## src/u2r_pkg.sv

```systemverilog
// Shared constants, types and the channel clamp for the UYVY to RGB888 converter.
// No dependencies; imported by the channel interfaces and the top level.
package u2r_pkg;

  localparam int unsigned SAMPLE_W = 8;   // width of every sample and channel
  localparam int unsigned OFS_W    = 9;   // offset-removed sample, signed
  localparam int unsigned PROD_W   = 19;  // coefficient products, signed
  localparam int unsigned SUM_W    = 20;  // channel sums before the shift, signed
  localparam int unsigned LANES    = 2;   // pixels per item

  localparam logic [OFS_W-1:0] LUMA_OFS   = 9'd16;
  localparam logic [OFS_W-1:0] CHROMA_OFS = 9'd128;

  localparam logic signed [PROD_W-1:0] K_Y    = 19'sd298;
  localparam logic signed [PROD_W-1:0] K_R_CR = 19'sd409;
  localparam logic signed [PROD_W-1:0] K_G_CB = 19'sd100;
  localparam logic signed [PROD_W-1:0] K_G_CR = 19'sd208;
  localparam logic signed [PROD_W-1:0] K_B_CB = 19'sd516;
  localparam logic signed [SUM_W-1:0]  K_ROUND = 20'sd128;

  localparam logic [SAMPLE_W-1:0] CH_MAX = 8'd255;
  localparam logic [SAMPLE_W-1:0] CH_MIN = 8'd0;

  typedef logic signed [OFS_W-1:0]  ofs_t;
  typedef logic signed [PROD_W-1:0] prod_t;
  typedef logic signed [SUM_W-1:0]  sum_t;
  typedef logic [SAMPLE_W-1:0]      chan_t;

  // Floor shift by 8, then saturate to 0..255.
  function automatic chan_t clamp_chan(sum_t sum);
    chan_t res;
    if (sum[SUM_W-1]) begin
      res = CH_MIN;
    end else if (sum[SUM_W-2:SAMPLE_W+8] != '0) begin
      res = CH_MAX;
    end else begin
      res = sum[SAMPLE_W+7:8];
    end
    return res;
  endfunction

endpackage

```

## src/u2r_pair_if.sv

```systemverilog
// Input channel: one packed 4:2:2 pair (Cb, Y0, Cr, Y1) plus end-of-frame mark.
// Depends on u2r_pkg for the sample width.
interface u2r_pair_if import u2r_pkg::*; ();
  logic                valid;
  logic                ready;
  logic [SAMPLE_W-1:0] cb_sample;
  logic [SAMPLE_W-1:0] luma_first;
  logic [SAMPLE_W-1:0] cr_sample;
  logic [SAMPLE_W-1:0] luma_second;
  logic                frame_end_in;

  modport source (output valid, cb_sample, luma_first, cr_sample, luma_second,
                  frame_end_in, input ready);
  modport sink   (input valid, cb_sample, luma_first, cr_sample, luma_second,
                  frame_end_in, output ready);
endinterface

```

## src/u2r_pix_if.sv

```systemverilog
// Output channel: two RGB888 pixels plus the end-of-frame mark.
// Depends on u2r_pkg for the channel width.
interface u2r_pix_if import u2r_pkg::*; ();
  logic                valid;
  logic                ready;
  logic [SAMPLE_W-1:0] red_first;
  logic [SAMPLE_W-1:0] green_first;
  logic [SAMPLE_W-1:0] blue_first;
  logic [SAMPLE_W-1:0] red_second;
  logic [SAMPLE_W-1:0] green_second;
  logic [SAMPLE_W-1:0] blue_second;
  logic                frame_end_out;

  modport source (output valid, red_first, green_first, blue_first, red_second,
                  green_second, blue_second, frame_end_out, input ready);
  modport sink   (input valid, red_first, green_first, blue_first, red_second,
                  green_second, blue_second, frame_end_out, output ready);
endinterface

```

## src/uyvy_to_rgb888_converter.sv

```systemverilog
// UYVY 4:2:2 pair to two RGB888 pixels, integer BT.601, four-stage pipeline.
// Depends on u2r_pkg, u2r_pair_if and u2r_pix_if.

// Accepts one pixel pair per clock unless back-pressure holds the input, and
// passes each pair through the stage 1 to 3 and output registers. The
// stages are: offset removal, coefficient multiplies (one 19-bit multiply
// per term), channel sums with rounding, and shift/clamp into the output
// register. Each stage holds its own valid bit and advances when the stage
// after it is empty or moving, so a stall at the output fills the bubbles
// before back-pressure reaches the input; up to four items are held in
// flight. The end-of-frame mark rides along with its pair unchanged.
module uyvy_to_rgb888_converter import u2r_pkg::*; (
  input logic       clk,
  input logic       rst,
  u2r_pair_if.sink  pair_in,
  u2r_pix_if.source pix_out
);

  // stage valid bits and advance enables
  logic v1, v2, v3, v4;
  logic adv1, adv2, adv3, adv4;

  // stage 1: offset-removed samples
  ofs_t y_s1 [LANES];
  ofs_t cb_s1, cr_s1;
  logic fe_s1;

  // stage 2: products
  prod_t py_s2 [LANES];
  prod_t prcr_s2, pgcb_s2, pgcr_s2, pbcb_s2;
  logic  fe_s2;

  // stage 3: channel sums
  sum_t r_s3 [LANES];
  sum_t g_s3 [LANES];
  sum_t b_s3 [LANES];
  logic fe_s3;

  assign adv4 = !v4 || pix_out.ready;
  assign adv3 = !v3 || adv4;
  assign adv2 = !v2 || adv3;
  assign adv1 = !v1 || adv2;
  assign pair_in.ready = adv1;
  assign pix_out.valid = v4;

  always_ff @(posedge clk) begin
    if (rst) begin
      v1 <= 1'b0;
      v2 <= 1'b0;
      v3 <= 1'b0;
      v4 <= 1'b0;
    end else begin
      if (adv1) v1 <= pair_in.valid;
      if (adv2) v2 <= v1;
      if (adv3) v3 <= v2;
      if (adv4) v4 <= v3;
    end
  end

  always_ff @(posedge clk) begin
    if (adv1) begin
      y_s1[0] <= ofs_t'({1'b0, pair_in.luma_first} - LUMA_OFS);
      y_s1[1] <= ofs_t'({1'b0, pair_in.luma_second} - LUMA_OFS);
      cb_s1   <= ofs_t'({1'b0, pair_in.cb_sample} - CHROMA_OFS);
      cr_s1   <= ofs_t'({1'b0, pair_in.cr_sample} - CHROMA_OFS);
      fe_s1   <= pair_in.frame_end_in;
    end
  end

  always_ff @(posedge clk) begin
    if (adv2) begin
      for (int j = 0; j < LANES; j++) begin
        py_s2[j] <= prod_t'(y_s1[j]) * K_Y;
      end
      prcr_s2 <= prod_t'(cr_s1) * K_R_CR;
      pgcb_s2 <= prod_t'(cb_s1) * K_G_CB;
      pgcr_s2 <= prod_t'(cr_s1) * K_G_CR;
      pbcb_s2 <= prod_t'(cb_s1) * K_B_CB;
      fe_s2   <= fe_s1;
    end
  end

  always_ff @(posedge clk) begin
    if (adv3) begin
      for (int j = 0; j < LANES; j++) begin
        r_s3[j] <= sum_t'(py_s2[j]) + sum_t'(prcr_s2) + K_ROUND;
        g_s3[j] <= sum_t'(py_s2[j]) - sum_t'(pgcb_s2) - sum_t'(pgcr_s2) + K_ROUND;
        b_s3[j] <= sum_t'(py_s2[j]) + sum_t'(pbcb_s2) + K_ROUND;
      end
      fe_s3 <= fe_s2;
    end
  end

  always_ff @(posedge clk) begin
    if (adv4) begin
      pix_out.red_first     <= clamp_chan(r_s3[0]);
      pix_out.green_first   <= clamp_chan(g_s3[0]);
      pix_out.blue_first    <= clamp_chan(b_s3[0]);
      pix_out.red_second    <= clamp_chan(r_s3[1]);
      pix_out.green_second  <= clamp_chan(g_s3[1]);
      pix_out.blue_second   <= clamp_chan(b_s3[1]);
      pix_out.frame_end_out <= fe_s3;
    end
  end

  // back-pressure reaches the input only once every stage is full
  a_full_before_stall: assert property (@(posedge clk) disable iff (rst)
    !pair_in.ready |-> (v1 && v2 && v3 && v4))
    else $error("input stalled with a free pipeline stage");

  // an empty output register never stalls the input
  a_empty_out_ready: assert property (@(posedge clk) disable iff (rst)
    !v4 |-> pair_in.ready)
    else $error("input not ready while output register empty");

  // pipeline is empty right after reset
  a_reset_empty: assert property (@(posedge clk)
    $past(rst) |-> (!v1 && !v2 && !v3 && !v4))
    else $error("stage valid set after reset");

  // a negative first-pixel red sum lands in the output as zero
  a_clamp_low: assert property (@(posedge clk) disable iff (rst)
    (v3 && adv4 && r_s3[0][SUM_W-1]) |=> (pix_out.red_first == CH_MIN))
    else $error("negative red sum not clamped to zero");

  // an item in stage 3 moves out unless the output is stalled
  a_stage3_moves: assert property (@(posedge clk) disable iff (rst)
    (v3 && adv4) |=> v4)
    else $error("stage 3 item lost");

endmodule

```

## src/flat_wrapper.sv

```systemverilog
// flat-port wrapper written by rule: the top's interface ports become plain ports
module uyvy_to_rgb888_converter_flat import u2r_pkg::*;
  (clk, rst, pair_in_valid, pair_in_cb_sample, pair_in_luma_first, pair_in_cr_sample, pair_in_luma_second, pair_in_frame_end_in, pair_in_ready, pix_out_valid, pix_out_red_first, pix_out_green_first, pix_out_blue_first, pix_out_red_second, pix_out_green_second, pix_out_blue_second, pix_out_frame_end_out, pix_out_ready);
  u2r_pair_if pair_in_i ();
  u2r_pix_if pix_out_i ();
  input logic clk;
  input logic rst;
  input wire logic [$bits(pair_in_i.valid)-1:0] pair_in_valid;
  input wire logic [$bits(pair_in_i.cb_sample)-1:0] pair_in_cb_sample;
  input wire logic [$bits(pair_in_i.luma_first)-1:0] pair_in_luma_first;
  input wire logic [$bits(pair_in_i.cr_sample)-1:0] pair_in_cr_sample;
  input wire logic [$bits(pair_in_i.luma_second)-1:0] pair_in_luma_second;
  input wire logic [$bits(pair_in_i.frame_end_in)-1:0] pair_in_frame_end_in;
  output wire logic [$bits(pair_in_i.ready)-1:0] pair_in_ready;
  output wire logic [$bits(pix_out_i.valid)-1:0] pix_out_valid;
  output wire logic [$bits(pix_out_i.red_first)-1:0] pix_out_red_first;
  output wire logic [$bits(pix_out_i.green_first)-1:0] pix_out_green_first;
  output wire logic [$bits(pix_out_i.blue_first)-1:0] pix_out_blue_first;
  output wire logic [$bits(pix_out_i.red_second)-1:0] pix_out_red_second;
  output wire logic [$bits(pix_out_i.green_second)-1:0] pix_out_green_second;
  output wire logic [$bits(pix_out_i.blue_second)-1:0] pix_out_blue_second;
  output wire logic [$bits(pix_out_i.frame_end_out)-1:0] pix_out_frame_end_out;
  input wire logic [$bits(pix_out_i.ready)-1:0] pix_out_ready;
  assign pair_in_i.valid = pair_in_valid;
  assign pair_in_i.cb_sample = pair_in_cb_sample;
  assign pair_in_i.luma_first = pair_in_luma_first;
  assign pair_in_i.cr_sample = pair_in_cr_sample;
  assign pair_in_i.luma_second = pair_in_luma_second;
  assign pair_in_i.frame_end_in = pair_in_frame_end_in;
  assign pair_in_ready = pair_in_i.ready;
  assign pix_out_valid = pix_out_i.valid;
  assign pix_out_red_first = pix_out_i.red_first;
  assign pix_out_green_first = pix_out_i.green_first;
  assign pix_out_blue_first = pix_out_i.blue_first;
  assign pix_out_red_second = pix_out_i.red_second;
  assign pix_out_green_second = pix_out_i.green_second;
  assign pix_out_blue_second = pix_out_i.blue_second;
  assign pix_out_frame_end_out = pix_out_i.frame_end_out;
  assign pix_out_i.ready = pix_out_ready;
  uyvy_to_rgb888_converter u_core (.clk(clk), .rst(rst), .pair_in(pair_in_i), .pix_out(pix_out_i));
endmodule
```

## config.mk

```make
export PLATFORM = sky130hd
export DESIGN_NAME = uyvy_to_rgb888_converter_flat
export DESIGN_NICKNAME = d
export VERILOG_FILES = /design/src/u2r_pkg.sv /design/src/u2r_pair_if.sv /design/src/u2r_pix_if.sv /design/src/uyvy_to_rgb888_converter.sv /design/src/flat_wrapper.sv
export SDC_FILE = /design/constraint.sdc
export NUM_CORES = 1
export LEC_CHECK = 0
export BUFFER_PORTS_ARGS = -buffer_cell sky130_fd_sc_hd__buf_2
export CAP_MARGIN = 20
export CORE_UTILIZATION = 55
export DETAILED_ROUTE_END_ITERATION = 10
export PLACE_DENSITY = 0.72
export SLEW_MARGIN = 15
export SYNTH_ARGS = -nofsm -noshare
export SYNTH_HDL_FRONTEND = slang
export SYNTH_SLANG_ARGS = --single-unit
```

## constraint.sdc

```tcl
create_clock -name clk -period 5.6 [get_ports clk]
set_input_delay 0.28 -clock clk [delete_from_list [all_inputs] [get_ports clk]]
set_output_delay 0.28 -clock clk [all_outputs]
set_load 0.01 [all_outputs]
```

==> results_dict.tcl, run 1 <==
set metrics [dict create \
    reg2regPathDepth 15 \
    grt_max_degree 73 \
    htree_levels 1 \
    placedInstanceArea_sq_um 20500 \
    clock_sinks 258 \
    fin_worst_skew_ps 33.53 \
    peakVddDrop_uv 524.2 \
    slew_violations 0 \
    synthMuxAreaShare 0.001539 \
    end_kind "flip-flop" \
    worstPathRequired_ps 5930 \
    power.density_nw_per_um2 645.0 \
    postSynthCellCount 1698 \
    avgSynthCellArea_sq_um 11.49 \
    grt-ovfl-total 0 \
    arrival_ps 4840 \
    fin_setup_tns_ps 0 \
    total_power_mw 14.02 \
    synth_nets 2216 \
    yosysMostFrequentCell "ha_1" \
    worstSetupPathType "flip-flop to flip-flop" \
    synth_top_family_by_area "adder cells" \
    routedWlPerCell_um 15.98 \
    drtPass1Iterations 7 \
    fin_crit_ps 4510 \
    min_path_type "input port to flip-flop" \
    grt_pass1_vias 12100 \
    synth_seq_cells 258 \
    drc 0 \
    relSlewSlack 0.3431 \
    yosys.area_share.simple 0.07257 \
    cts_tree "done" \
    cts_root_buf "clkbuf_16" \
    vias_per_cell 5.222 \
    status "finished clean" \
    die_y_um 190.4 \
    synth_area_leaders "edfxtp_1, ha_1, fa_1" \
    clk_latency_ps 580 \
    whs_ps 50.77 \
    synth_top_area_frac 0.3908 \
    grt_usage 0.2125 \
    netlist_area_sq_um 19520 \
    area_growth_pct 11.37 \
    wirelength_um 36970 \
    die_area_sq_um 36240 \
    place_ws_ps 1066 \
    layout.cells.non_filler 2313 \
    crit_path_end "u_core.prcr_s2[16]" \
    post-cts-setup-buffers 0 \
    hpwl_um 30230 \
    core_area_sq_um 34710 \
    io_pins 88 \
    synth-compound-area-share 0.07604 \
    num_vias 12080 \
    antenna_cells 0 \
    num_rows 68 \
    maxCapViolCount 0 \
    nets 2353 \
    clock.fmax_mhz 221.7 \
    synthAdderAreaFrac 0.3391 \
    design_area_sq_um 21730 \
    synth_cell_type_count 63 \
    ys_async_sr_fraction 0 \
    synth-edff-count 254 \
    synth_top_cell_by_area "edfxtp_1" \
    leakagePower_nw 10.51 \
    gp_congestion 0.8857 \
    synth_xor_area_frac 0.06058 \
    dp_cells 2229 \
    grt_pass1_wl_um 60090 \
    seq_area_frac_synth 0.3949 \
    crit_fanout 6 \
    setup_ws_ps 1090 \
    ff2ff_setup_slack_ps 1090 \
    critPathLaunchType "flip-flop" \
    crit_start "u_core.cr_s1[3]" \
    synth_common_cells "ha_1, inv_1, edfxtp_1" \
    portBuffers 87 \
    drt_iter0_markers 521 \
    r2r_start "u_core.cr_s1[3]" \
    tightest_slew_ps 985.3 \
    cts_made_buffers 29 \
    yosys_warnings 0 \
    cts_buffer_depth 3 \
    finalHoldViolCount 0 \
    r2r-end "u_core.prcr_s2[16]" \
    chipWidth_um 190.4 \
    clk_pin_slew_ps 60 \
    setup_violations 0 \
    ant_nets 0 \
    post-route-util 0.6261 \
    layout-drive-gt1-share 0.08450 \
    timing.final.crit_share 0.8053 \
    grt_antenna_before_repair 0 \
    fill_cells 2727 \
    start_util 0.5622 \
    synth_ff_type "edfxtp_1" \
    grt_setup_unrepaired "false" \
]
==> routing by layer <==
| layer | vias up | track usage | wire length [um] |
|---|---|---|---|
| li1 | 6157 | - | - |
| met1 | 5658 | 0.2731 | 17210 |
| met2 | 203 | 0.3719 | 17420 |
| met3 | 60 | 0.03000 | 1263 |
| met4 | 0 | 0.06123 | 1073 |
| met5 | - | 0 | 0 |
==> cell type report <==
| type | count | area (sq um) | share of cell area |
|---|---|---|---|
| inverters | 272 | 1022 | 0.04703 |
| multi-input cells | 1153 | 10730 | 0.4939 |
| repair buffers | 121 | 765.7 | 0.03523 |
| well taps | 455 | 569.3 | 0.02619 |
| clock inverters | 21 | 175.2 | 0.008059 |
| flip-flops and latches | 258 | 7707 | 0.3546 |
| clock buffers | 33 | 760.7 | 0.03500 |
==> state kept, by name, summed over array words and instances (netlist names), 8 cells and up <==
register and cells:
u_core.y_s1 18, u_core.pbcb_s2 14, u_core.pgcb_s2 15, u_core.pgcr_s2 12
u_core.pix_out.red_second 8, u_core.prcr_s2 19, u_core.g_s3 24, u_core.pix_out.green_first 8
u_core.pix_out.green_second 8, u_core.b_s3 24, u_core.cr_s1 8, u_core.cb_s1 8
u_core.py_s2 36, u_core.pix_out.red_first 8, u_core.r_s3 24, u_core.pix_out.blue_second 8
u_core.pix_out.blue_first 8
==> cell families (layout without fill, tap and decap cells) <==
| kind of cell | after synthesis | in the layout |
|---|---|---|
| AO/OA/AOI/OAI | 219 | 219 |
| multiplexers | 3 | 3 |
| adder cells (fa/ha/maj) | 481 | 481 |
| XOR/XNOR | 135 | 135 |
| AND/OR/NAND/NOR | 315 | 315 |
| buffers and inverters | 287 | 447 |
| flip-flops | 258 | 258 |
==> power breakdown <==
part | internal [mW] | switching (mW) | total, mW
registers | 3.47 | 0.463 | 3.93
logic | 3.59 | 4.65 | 8.23
clock network | 1.07 | 0.783 | 1.85
==> worst max-delay path: stages, from the launching register on <==
cell and delay (ps):
edfxtp_1 520, ha_1 400, ha_1 310, fa_1 490, fa_1 490, ha_1 320
inv_1 60, fa_1 450, nor2b_1 120, o21ai_1 80, a21boi_0 250, o21ai_1 120
a21oi_1 210, a41oi_1 180, nor2b_1 170, xnor2_1 110
==> worst min path at each step <==
| stage | start | end | slack (ps) | cells past startpoint |
|---|---|---|---|---|
| floorplan | rst | u_core.pix_out.valid | 350 | 1 |
| global placement | u_core.fe_s3 | u_core.pix_out.frame_end_out | 400 | 0 |
| detailed placement | u_core.fe_s3 | u_core.pix_out.frame_end_out | 410 | 0 |
| CTS | pair_in_luma_first[6] | u_core.y_s1[0][8] | 20 | 2 |
| global route | pair_in_luma_first[6] | u_core.y_s1[0][8] | 30 | 2 |
| finish | pair_in_luma_second[7] | u_core.y_s1[0][17] | 50 | 2 |
==> cell usage in the layout, fill, tap and decap left out, types with 39 or more instances in the layout <==
master	n
a21oi_1	74
buf_2	87
edfxtp_1	254
fa_1	80
ha_1	401
inv_1	269
nand2_1	39
nor2_1	163
xnor2_1	96
xor2_1	39
==> what timing repair did <==
| item | in CTS | in global routing |
|---|---|---|
| hold buffers | 30 | 0 |
| resized for setup | 0 | 0 |
| hold endpoints to repair | 32 | 0 |
No activity file was read; power rests on OpenSTA's default activity.
==> run 2, diff against run 1 <==
Settings changed: ABC_AREA from default to 1.
Clock period 5.6 ns to 4.15 ns, I/O delays scaled along.
==> run 2 against run 1 <==
Via count up 29%. Setup slack worse by 790 ps. Synthesized cell count increased by 34%. Sequential share of layout area down 3.5 points. Global-route usage grew 3.4 points. First-iteration DRC count increased by 53%. Die area grew 11%.
==> results_dict.tcl, run 2 <==
set metrics [dict create \
    status "finished clean" \
    yosysMostFrequentCell "inv_1" \
    clock_sinks 258 \
    die_y_um 200.4 \
    r2r_start "u_core.cr_s1[6]" \
    wl_met2_um 22310 \
    io_pins 88 \
    timing.final.crit_share 0.9270 \
    regMostFlops "u_core.py_s2" \
    ys_async_sr_fraction 0 \
    hold_path_depth 4 \
    cts_buffer_depth 3 \
    finalHoldViolCount 0 \
    synth-edff-count 254 \
    die_area_sq_um 40140 \
    synth_ff_type "edfxtp_1" \
    grt_max_degree 68 \
    drc 0 \
    grt_usage 0.2463 \
    critPathLaunchType "flip-flop" \
    final_common_cell "inv_1" \
    cp_slowest_cell "edfxtp_1" \
    post_cts_resized 0 \
    worstSetupPathType "flip-flop to flip-flop" \
    hp-start "pair_in_luma_second[5]" \
    postSynthCellCount 2273 \
    cts_made_buffers 31 \
    path_cells "ha_1 > inv_1 > ha_1 > inv_1 > fa_1 > inv_1 > fa_1 > ha_1 > ha_1 > a21oi_1 > o21ai_1 > a21oi_2 > nor2_1 > o21bai_1 > nand2_1" \
    routedWlPerCell_um 16.38 \
    gp_congestion 0.9590 \
    fin_setup_tns_ps 0 \
    cts_tree "done" \
    grt-ovfl-total 0 \
    chipWidth_um 200.4 \
    fin_worst_skew_ps 16.48 \
    min_path_type "input port to flip-flop" \
    wirelength_um 48680 \
    grt_setup_unrepaired "false" \
    clk_pin_slew_ps 60 \
    synth_seq_cells 258 \
    largest_reg_flops 36 \
    highest-signal-layer "met4" \
    relSlewSlack 0.4336 \
    synth_top_area_frac 0.3525 \
    arrival_ps 4180 \
    synth_common_cells "inv_1, ha_1, nand2_1" \
    clock.fmax_mhz 260.0 \
    synth_nets 2791 \
    min_to "u_core.y_s1[0][16]" \
    avgSynthCellArea_sq_um 9.520 \
    portBuffers 87 \
    antenna_cells 0 \
    post-cts-setup-buffers 0 \
    ant_nets 0 \
    critical_path.max_stage_delay_ps 510 \
    synth_area_leaders "edfxtp_1, ha_1, fa_1" \
    synth_cell_type_count 42 \
    htree_levels 1 \
    num_vias 15630 \
    drt_iter0_markers 798 \
    layout-drive-gt1-share 0.08720 \
    postCtsHoldBufs 35 \
    maxCapViolCount 0 \
    hpwl_um 40420 \
    wl_met1_um 22650 \
    clk_latency_ps 580 \
    nets 2947 \
    end_kind "flip-flop" \
    mostFrequentLayoutCells "inv_1, ha_1, nand2_1" \
    grt_pass1_wl_um 78280 \
    synth_top_cell_by_area "edfxtp_1" \
    ff2ff_setup_slack_ps 300 \
    wl_met3_um 2096 \
    drtPass1Iterations 5 \
    yosys_warnings 0 \
    crit_top_cell "ha_1" \
    netlist_area_sq_um 21640 \
    layout.cells.non_filler 2972 \
    grt_antenna_before_repair 0 \
    tightest_slew_ps 846.6 \
    area_growth_pct 11.33 \
    r2r-end "u_core.prcr_s2[14]" \
    worstPathRequired_ps 4480 \
    core_area_sq_um 38740 \
    seq_area_frac_synth 0.3562 \
    dp_cells 2879 \
    fill_cells 3271 \
    crit_fanout 7 \
    grt_pass1_vias 15330 \
    reg2regPathDepth 15 \
    vias_per_cell 5.258 \
    fin_crit_ps 3847 \
    num_rows 72 \
    cts_root_buf "clkbuf_16" \
    slew_violations 0 \
    setup_violations 0 \
    start_util 0.5586 \
]
-- run 2: layer usage --
metal / up-vias / GRT usage
li1: 7920 / -
met1: 7249 / 0.3344
met2: 368 / 0.4110
met3: 89 / 0.03010
met4: 0 / 0.07824
met5: - / 0
-- run 2: cell type report --
type	instances	area [sq um]	area share
clock inverter	23	141.4	0.005869
inverter	415	1570	0.06518
multi-input combinational	1592	12370	0.5133
timing repair buffer	131	865.8	0.03594
tap	518	648.1	0.02690
sequential	258	7709	0.3200
clock buffer	35	790.8	0.03282
-- run 2: logic make-up (layout without fill, tap and decap cells) --
| group | Yosys count | count (layout) | share of synthesized area |
|---|---|---|---|
| compound gates | 296 | 296 | 0.08014 |
| xor+xnor | 112 | 112 | 0.04533 |
| fa+ha+maj | 481 | 481 | 0.3059 |
| buf+inv | 423 | 604 | 0.07355 |
| flops | 258 | 258 | 0.3562 |
| simple gates | 703 | 703 | 0.1389 |
-- run 2: stage by stage --
step                      instance area (sq um)    util  setup slack [ps]  hold slack (ps)
after floorplan                           21670       -            -499.0            269.2
after global placement                    22810  0.5888             387.0            383.9
after detailed placement                  22810  0.5888             321.7            386.0
after CTS                                 24090  0.6219             292.6            42.45
after global routing                      24090  0.6219             65.80            80.31
final                                     24090  0.6219             303.1            68.22
-- run 2: worst max-delay path: cells and delay by family (launching register included) --
family | cells | cell delay (ps)
compound gates | 4 | 630
simple gates | 2 | 140
flops | 1 | 510
fa+ha+maj | 6 | 2110
buf+inv | 3 | 200
-- run 2: worst max-delay path by stage --
stage                               startpoint                  to  cells past startpoint
final                          u_core.cr_s1[6]  u_core.prcr_s2[14]                     15
after CTS                      u_core.cr_s1[2]  u_core.prcr_s2[14]                     13
after floorplan           u_core.pix_out.valid        u_core.fe_s2                      7
after global routing           u_core.cr_s1[6]  u_core.prcr_s2[14]                     16
after detailed placement       u_core.cr_s1[2]  u_core.prcr_s2[14]                     13
after global placement         u_core.cr_s1[4]  u_core.prcr_s2[17]                     12
Power of run 2 is left out: the tool's default activity adds up to more than one toggle a clock period on the data nets, which glitch-free logic cannot reach.
